--- config.mk ---
export PLATFORM = sky130hd
export DESIGN_NAME = sha256_digest_check_top
export DESIGN_NICKNAME = d
export VERILOG_FILES = /design/src/rtl/sdc_pkg.sv /design/src/rtl/sha256_digest_check_top.sv
export SDC_FILE = /design/constraint.sdc
export NUM_CORES = 2
export LEC_CHECK = 0
export BUFFER_PORTS_ARGS = -buffer_cell sky130_fd_sc_hd__buf_2
export CAP_MARGIN = 10
export CORE_ASPECT_RATIO = 0.5
export CORE_MARGIN = 3
export CORE_UTILIZATION = 50
export DETAILED_ROUTE_END_ITERATION = 8
export HOLD_SLACK_MARGIN = 0.15
export PLACE_DENSITY = 0.66
export SLEW_MARGIN = 20
export SYNTH_ARGS = -nofsm -noshare
export SYNTH_HDL_FRONTEND = slang
export SYNTH_SLANG_ARGS = --single-unit
--- constraint.sdc ---
create_clock -name i_clk -period 22 [get_ports i_clk]
set_clock_uncertainty 0.1 [all_clocks]
set_input_delay 3.3 -clock i_clk [delete_from_list [all_inputs] [get_ports i_clk]]
set_output_delay 3.3 -clock i_clk [all_outputs]
set_load 0.01 [all_outputs]
--- src/rtl/sdc_pkg.sv ---
// shared constants, tables and round functions for the sha-256 digest checker
package sdc_pkg;

    localparam int ROUNDS    = 64;
    localparam int CFG_IDX_W = 3;
    localparam int LEN_W     = 61;

    localparam logic [CFG_IDX_W-1:0] CFG_EXP_LEN  = 3'd0;
    localparam logic [CFG_IDX_W-1:0] CFG_EXP_DIG0 = 3'd1;
    localparam logic [CFG_IDX_W-1:0] CFG_EXP_DIG1 = 3'd2;
    localparam logic [CFG_IDX_W-1:0] CFG_EXP_DIG2 = 3'd3;
    localparam logic [CFG_IDX_W-1:0] CFG_EXP_DIG3 = 3'd4;

    localparam logic [7:0] PAD_BYTE  = 8'h80;
    localparam logic [5:0] LEN_START = 6'd56;

    localparam logic [31:0] ROUND_K [ROUNDS] = '{
        32'h428a2f98, 32'h71374491, 32'hb5c0fbcf, 32'he9b5dba5,
        32'h3956c25b, 32'h59f111f1, 32'h923f82a4, 32'hab1c5ed5,
        32'hd807aa98, 32'h12835b01, 32'h243185be, 32'h550c7dc3,
        32'h72be5d74, 32'h80deb1fe, 32'h9bdc06a7, 32'hc19bf174,
        32'he49b69c1, 32'hefbe4786, 32'h0fc19dc6, 32'h240ca1cc,
        32'h2de92c6f, 32'h4a7484aa, 32'h5cb0a9dc, 32'h76f988da,
        32'h983e5152, 32'ha831c66d, 32'hb00327c8, 32'hbf597fc7,
        32'hc6e00bf3, 32'hd5a79147, 32'h06ca6351, 32'h14292967,
        32'h27b70a85, 32'h2e1b2138, 32'h4d2c6dfc, 32'h53380d13,
        32'h650a7354, 32'h766a0abb, 32'h81c2c92e, 32'h92722c85,
        32'ha2bfe8a1, 32'ha81a664b, 32'hc24b8b70, 32'hc76c51a3,
        32'hd192e819, 32'hd6990624, 32'hf40e3585, 32'h106aa070,
        32'h19a4c116, 32'h1e376c08, 32'h2748774c, 32'h34b0bcb5,
        32'h391c0cb3, 32'h4ed8aa4a, 32'h5b9cca4f, 32'h682e6ff3,
        32'h748f82ee, 32'h78a5636f, 32'h84c87814, 32'h8cc70208,
        32'h90befffa, 32'ha4506ceb, 32'hbef9a3f7, 32'hc67178f2
    };

    localparam logic [31:0] INIT_H [8] = '{
        32'h6a09e667, 32'hbb67ae85, 32'h3c6ef372, 32'ha54ff53a,
        32'h510e527f, 32'h9b05688c, 32'h1f83d9ab, 32'h5be0cd19
    };

    function automatic logic [31:0] rotr(input logic [31:0] x, input int n);
        rotr = (x >> n) | (x << (32 - n));
    endfunction

    function automatic logic [31:0] big_sigma0(input logic [31:0] x);
        big_sigma0 = rotr(x, 2) ^ rotr(x, 13) ^ rotr(x, 22);
    endfunction

    function automatic logic [31:0] big_sigma1(input logic [31:0] x);
        big_sigma1 = rotr(x, 6) ^ rotr(x, 11) ^ rotr(x, 25);
    endfunction

    function automatic logic [31:0] small_sigma0(input logic [31:0] x);
        small_sigma0 = rotr(x, 7) ^ rotr(x, 18) ^ (x >> 3);
    endfunction

    function automatic logic [31:0] small_sigma1(input logic [31:0] x);
        small_sigma1 = rotr(x, 17) ^ rotr(x, 19) ^ (x >> 10);
    endfunction

endpackage

--- src/rtl/sha256_digest_check_top.sv ---
// sha-256 over a byte stream with a check against a configured length and digest
//
// input channel: one request per item (i_data_byte, i_has_byte, i_last_byte) on
// i_in_valid / o_in_ready. a byte with i_has_byte low is dropped; i_last_byte ends
// the message. while o_in_ready is high, bytes shift one per cycle into a 16-word
// schedule window; the 64th byte of a block starts a compression on the single
// shared round unit, one round per cycle, then a fold into the hash (S_HADD),
// during all of which o_in_ready is low. after the last item the block shifts in
// the padding one byte per cycle outside compressions (up to 72 bytes, one or two
// compressions), then shows the eight digest words on o_out_valid / i_out_ready,
// word 0 first. o_digest_match is set on the last word when length and digest
// agree with the registers. a stalled receiver simply holds the current word; no
// new item is taken until word 7 is taken.
// configuration: i_cfg_valid / o_cfg_ready (always ready), i_cfg_index 0 is the
// expected length, 1 to 4 the expected digest; other indexes are ignored.
// reset (synchronous, active low) clears the control and config registers, restores
// the initial hash and a zero byte count, and leaves the block idle and ready.
module sha256_digest_check_top
    import sdc_pkg::*;
(
    input  logic                 i_clk,
    input  logic                 i_rst_n,
    input  logic                 i_cfg_valid,
    output logic                 o_cfg_ready,
    input  logic [CFG_IDX_W-1:0] i_cfg_index,
    input  logic [63:0]          i_cfg_data,
    input  logic                 i_in_valid,
    output logic                 o_in_ready,
    input  logic [7:0]           i_data_byte,
    input  logic                 i_has_byte,
    input  logic                 i_last_byte,
    output logic                 o_out_valid,
    input  logic                 i_out_ready,
    output logic [31:0]          o_digest_word,
    output logic [2:0]           o_word_index,
    output logic                 o_last_word,
    output logic                 o_digest_match
);

    typedef enum logic [6:0] {
        S_IDLE   = 7'b0000001,
        S_ROUND  = 7'b0000010,
        S_HADD   = 7'b0000100,
        S_PAD80  = 7'b0001000,
        S_PADZ   = 7'b0010000,
        S_PADLEN = 7'b0100000,
        S_OUT    = 7'b1000000
    } t_state;

    localparam logic [5:0] LAST_ROUND = 6'(ROUNDS - 1);

    t_state r_state, n_state;
    t_state r_after, n_after;

    logic [LEN_W-1:0] r_exp_len;
    logic [63:0]      r_exp_dig [4];

    logic [31:0]      r_hash [8];
    logic [31:0]      n_hash [8];
    logic [31:0]      r_v    [8];
    logic [31:0]      n_v    [8];
    logic [31:0]      r_w    [16];
    logic [31:0]      n_w    [16];
    logic [LEN_W-1:0] r_total, n_total;
    logic [5:0]       r_fill, n_fill;
    logic [5:0]       r_round, n_round;
    logic [2:0]       r_idx, n_idx;
    logic             r_match, n_match;

    logic             in_acc, out_acc;
    logic             shift_en, start_cmp;
    logic [7:0]       shift_byte;
    t_state           next_phase;
    logic [63:0]      len_bits, len_shifted;
    logic [31:0]      t1, s0, maj, ch, new_w, want;
    logic             word_eq;

    assign o_cfg_ready = 1'b1;
    assign o_in_ready  = (r_state == S_IDLE);
    assign o_out_valid = (r_state == S_OUT);
    assign in_acc      = i_in_valid & o_in_ready;
    assign out_acc     = o_out_valid & i_out_ready;

    assign want    = r_idx[0] ? r_exp_dig[r_idx[2:1]][31:0] : r_exp_dig[r_idx[2:1]][63:32];
    assign word_eq = (r_hash[r_idx] == want);

    assign o_digest_word  = r_hash[r_idx];
    assign o_word_index   = r_idx;
    assign o_last_word    = (r_idx == 3'd7);
    assign o_digest_match = o_last_word & r_match & word_eq & (r_total == r_exp_len);

    // big-endian bit count, one byte per padding cycle
    assign len_bits    = {r_total, 3'b000};
    assign len_shifted = len_bits >> {~r_fill[2:0], 3'b000};

    // shared round datapath
    assign ch    = (r_v[4] & r_v[5]) ^ (~r_v[4] & r_v[6]);
    assign maj   = (r_v[0] & r_v[1]) ^ (r_v[0] & r_v[2]) ^ (r_v[1] & r_v[2]);
    assign s0    = big_sigma0(r_v[0]);
    assign t1    = r_v[7] + big_sigma1(r_v[4]) + ch + ROUND_K[r_round] + r_w[0];
    assign new_w = small_sigma1(r_w[14]) + r_w[9] + small_sigma0(r_w[1]) + r_w[0];

    always_comb begin
        n_state    = r_state;
        n_after    = r_after;
        n_hash     = r_hash;
        n_v        = r_v;
        n_w        = r_w;
        n_total    = r_total;
        n_fill     = r_fill;
        n_round    = r_round;
        n_idx      = r_idx;
        n_match    = r_match;
        shift_en   = 1'b0;
        shift_byte = 8'h00;
        next_phase = r_state;

        unique case (r_state)
            S_IDLE: begin
                shift_byte = i_data_byte;
                shift_en   = in_acc & i_has_byte;
                next_phase = (in_acc & i_last_byte) ? S_PAD80 : S_IDLE;
                if (shift_en) begin
                    n_total = r_total + LEN_W'(1);
                end
            end
            S_PAD80: begin
                shift_en   = 1'b1;
                shift_byte = PAD_BYTE;
                next_phase = S_PADZ;
            end
            S_PADZ: begin
                if (r_fill == LEN_START) begin
                    next_phase = S_PADLEN;
                end else begin
                    shift_en   = 1'b1;
                    next_phase = S_PADZ;
                end
            end
            S_PADLEN: begin
                shift_en   = 1'b1;
                shift_byte = len_shifted[7:0];
                next_phase = (r_fill == 6'd63) ? S_OUT : S_PADLEN;
            end
            S_ROUND: begin
                next_phase = (r_round == LAST_ROUND) ? S_HADD : S_ROUND;
                for (int j = 0; j < 15; j++) begin
                    n_w[j] = r_w[j+1];
                end
                n_w[15] = new_w;
                n_v[7]  = r_v[6];
                n_v[6]  = r_v[5];
                n_v[5]  = r_v[4];
                n_v[4]  = r_v[3] + t1;
                n_v[3]  = r_v[2];
                n_v[2]  = r_v[1];
                n_v[1]  = r_v[0];
                n_v[0]  = t1 + s0 + maj;
                n_round = r_round + 6'd1;
            end
            S_HADD: begin
                next_phase = r_after;
                for (int j = 0; j < 8; j++) begin
                    n_hash[j] = r_hash[j] + r_v[j];
                end
            end
            S_OUT: begin
                next_phase = S_OUT;
                if (out_acc) begin
                    if (o_last_word) begin
                        n_hash     = INIT_H;
                        n_total    = '0;
                        n_idx      = 3'd0;
                        n_match    = 1'b1;
                        next_phase = S_IDLE;
                    end else begin
                        n_idx   = r_idx + 3'd1;
                        n_match = r_match & word_eq;
                    end
                end
            end
            default: begin
                next_phase = S_IDLE;
            end
        endcase

        // byte shift into the schedule window; a full block starts a compression
        start_cmp = shift_en & (r_fill == 6'd63);
        if (shift_en) begin
            for (int j = 0; j < 15; j++) begin
                n_w[j] = {r_w[j][23:0], r_w[j+1][31:24]};
            end
            n_w[15] = {r_w[15][23:0], shift_byte};
            n_fill  = r_fill + 6'd1;
        end

        if (start_cmp) begin
            n_v     = r_hash;
            n_round = 6'd0;
            n_after = next_phase;
            n_state = S_ROUND;
        end else begin
            n_state = next_phase;
        end
    end

    always_ff @(posedge i_clk) begin
        if (!i_rst_n) begin
            r_state   <= S_IDLE;
            r_after   <= S_IDLE;
            r_hash    <= INIT_H;
            r_total   <= '0;
            r_fill    <= '0;
            r_round   <= '0;
            r_idx     <= '0;
            r_match   <= 1'b1;
            r_exp_len <= '0;
            r_exp_dig <= '{default: '0};
        end else begin
            r_state <= n_state;
            r_after <= n_after;
            r_hash  <= n_hash;
            r_total <= n_total;
            r_fill  <= n_fill;
            r_round <= n_round;
            r_idx   <= n_idx;
            r_match <= n_match;
            if (i_cfg_valid) begin
                unique case (i_cfg_index)
                    CFG_EXP_LEN:  r_exp_len    <= i_cfg_data[LEN_W-1:0];
                    CFG_EXP_DIG0: r_exp_dig[0] <= i_cfg_data;
                    CFG_EXP_DIG1: r_exp_dig[1] <= i_cfg_data;
                    CFG_EXP_DIG2: r_exp_dig[2] <= i_cfg_data;
                    CFG_EXP_DIG3: r_exp_dig[3] <= i_cfg_data;
                    default: begin
                    end
                endcase
            end
        end
    end

    // working variables and schedule window carry no reset
    always_ff @(posedge i_clk) begin
        r_v <= n_v;
        r_w <= n_w;
    end

endmodule

==> results.cfg <==
[worst_setup_path]
criticalPathCategory = flop to flop
slowest_delay_ns = 1.01
cp-end-kind = flop
path_common_cell = a21oi_1
arrival_ns = 10.15
cp_max_fo = 27
cp.required_ns = 22.42
cpMaxStageDelayCell = ha_1
cp-start-kind = flop

[yosys]
synth_simple_gate_area_share_pct = 13.3
synth.most_common_cell = nand2_1
syn_inst = 9230
yosys.area.top_type_share_pct = 26.0
synth_top_family_by_area = compound AO/OA/AOI/OAI gates
postSynthAreaPerCell_um2 = 9.63
ys_seq_area_share_pct = 40.9
async_reset_ff_share_pct = 0
yosysTopAreaCell = edfxtp_1
syn_area_um2 = 88900
ys_seq_elements = 1432
synth_edf_count = 768
syn-num-nets = 9908
synth_cell_type_count = 91
yosys-top-cells-count = nand2_1, a21oi_1, edfxtp_1
synthMuxAreaShare_pct = 10.9
yosys_warnings = 0
ys_top_cells_by_area = edfxtp_1, dfxtp_1, nand2_1
synthAdderAreaFrac_pct = 10.1
yosys.area_share.xor_xnor_pct = 6.92
synth_compound_area_share_pct = 13.4
ys_dominant_reg_cell = edfxtp_1

[routing]
ant_nets = 0
viasPerCell = 6.04
drc = 0
drt_first_pass_iters = 6
wl_per_cell_um = 24.4
finalWirelength_um = 283000
vias = 69854
dr.first_iter.drc_count = 8212

[placed_design]
dpl.cell_count = 11297
dpl.hpwl_um = 202000
globalplace.congestion = 1.02
port_buffers = 120
dpl_cell_area_um2 = 91200

[sta]
tns_ns = 0
final.min_clock_period_ns = 9.73
slew_headroom_pct = 13.9
grt_setup_unrepaired = false
final-setup-viol-count = 0
fmax_mhz = 103
slew_viol_final = 0
final_hold_viol_count = 0
tightest_slew_ns = 1.29
fin_crit_sh_pct = 44.2

[outcome]
status = completed

[clock_network]
clock_latency_ns = 0.83
cts.repair.resized = 0
clk_pin_slew_worst_paths_ns = 0.07
cts.sinks = 1432
cts_buffer_depth = 4
cts_made_buffers = 144
cts_hold_buf = 0
tritoncts = built
post_cts_buffers = 0
htreeDepth = 4
cts-root-buf = clkbuf_16

[die]
start_util_pct = 50.8
fp.dieW_um = 602
die_y_um = 304
num_rows = 108
io_pins = 122
dieArea_um2 = 183000
coreArea_um2 = 175000

[global_routing]
grt_start_max_net_pins = 218
track_usage_pct = 29.8
grt_pass1_vias = 65491
gr-total-overflow = 0
antenna_found_initial = 19
grt_pass1_wl_um = 417000

[pwr]
ir_drop_mv = 0.0630
leakagePower_nw = 36.6
powerDensity_nw_per_um2 = 75.3

[cells_and_area]
areaGrowthSynthToFinish_pct = 8.07
fillCellCount = 15539
fin_nets = 9756
design_area_um2 = 96000
stdcell_count = 11560
drive_above_1_share_pct = 12.6

[run]
cap_violations = 0

[hold_path]
min_path_type = flop to flop
## power by group
group	total [mW]	internal (mW)	leakage [nW]	switching [mW]
combinational	1.59	0.662	21.8	0.932
clock	2.57	1.46	2.33	1.11
sequential	3.07	2.99	12.4	0.0739
## flip-flops by register name (all words and copies together), names as in the netlist
name	cells
r_w	512
r_exp_dig	256
r_hash	256
r_v	256
r_exp_len	61
r_total	61
r_after	7
r_state	7
r_fill	6
r_round	6
o_word_index	3
r_match	1
## cells in the final DEF, fill, tap and decap left out, types with 51 or more instances in the layout
cell	synthesis	layout
dfxtp_1	664	657
clkbuf_16	0	148
fa_1	195	195
xnor2_1	421	421
a211oi_1	53	53
a21o_1	195	195
inv_1	508	508
o21a_1	59	59
nor2b_1	55	55
mux2_2	500	500
nand2_1	1700	1693
nor2_1	417	413
nor3_1	104	104
nand2b_1	58	57
buf_2	114	119
nand4_1	51	51
mux4_2	148	148
a21oi_1	815	815
nand3_1	145	142
mux2i_1	71	71
o22ai_1	51	51
o21ai_0	463	463
a31oi_1	68	68
edfxtp_1	768	768
buf_4	9	85
xor2_1	279	279
ha_1	401	401
and3_1	58	56
## routing by layer
metal  up-vias  track usage, %  share of wire, %
met4        12            12.0               4.5
met2      3273            45.1                44
met5         -               0             0.029
met3       573            5.46               9.8
met1     33877            42.3                42
li1      32119               -                 -
## final cells by class
cell class                 count  area (um^2)  share of cell area, %
multi-input combinational   6779        48600                   50.6
sequential                  1432        36400                   37.9
tap                         2365         2960                   3.08
antenna                       11         27.5                 0.0287
inverter                     510         1920                   2.00
timing repair buffer         211         1370                   1.43
clock buffer                 192         4080                   4.25
clock inverter                60          687                  0.715
## worst max-delay path: cells and delay by family, from the launching register on
kind	cells	cell delay, ns
fa+ha+maj	5	2.58
buf+inv	5	1.02
xor+xnor	2	0.40
flops	1	0.30
compound gates	16	4.35
simple gates	4	0.69
## cell families (layout without fill, tap and decap cells)
family                     after synthesis  in the layout
AOI/OAI and AO/OA                     1998           1998
buffers and inverters                 1019            973
xor gates and xnor gates               701            701
other                                    1             12
adders and majority gates              599            599
muxes                                  719            719
DFF                                   1432           1432
and+or+nand+nor                       2761           2761
## worst paths after layout
| check | slack [ns] | depth (start not counted) | startpoint | endpoint |
|---|---|---|---|---|
| setup / recovery | 12.27 | 32 | r_round[0]$_SDFFE_PP0P_ | r_v[252]$_DFFE_PP_ |
| hold / removal | 0.35 | 2 | r_exp_dig[163]$_SDFFE_PN0P_ | r_exp_dig[163]$_SDFFE_PN0P_ |
| setup reg to reg | 12.27 | 32 | r_round[0]$_SDFFE_PP0P_ | r_v[252]$_DFFE_PP_ |
| hold reg to reg | 0.35 | 2 | r_exp_dig[163]$_SDFFE_PN0P_ | r_exp_dig[163]$_SDFFE_PN0P_ |
## per-stage QoR
| step | hold WS, ns | worst slack (ns) | power, mW | util [%] |
|---|---|---|---|---|
| floorplan | 0.333 | 4.38 | 4.29 | - |
| global placement | 0.338 | 12.53 | 4.66 | 52.1 |
| detailed placement | 0.344 | 12.50 | 4.68 | 52.1 |
| CTS | 0.353 | 12.45 | 7.25 | 54.9 |
| global route | 0.365 | 11.76 | 7.55 | 54.9 |
| finish | 0.354 | 12.27 | 7.23 | 54.9 |
Note: power is estimated with default switching activity, not from simulation.
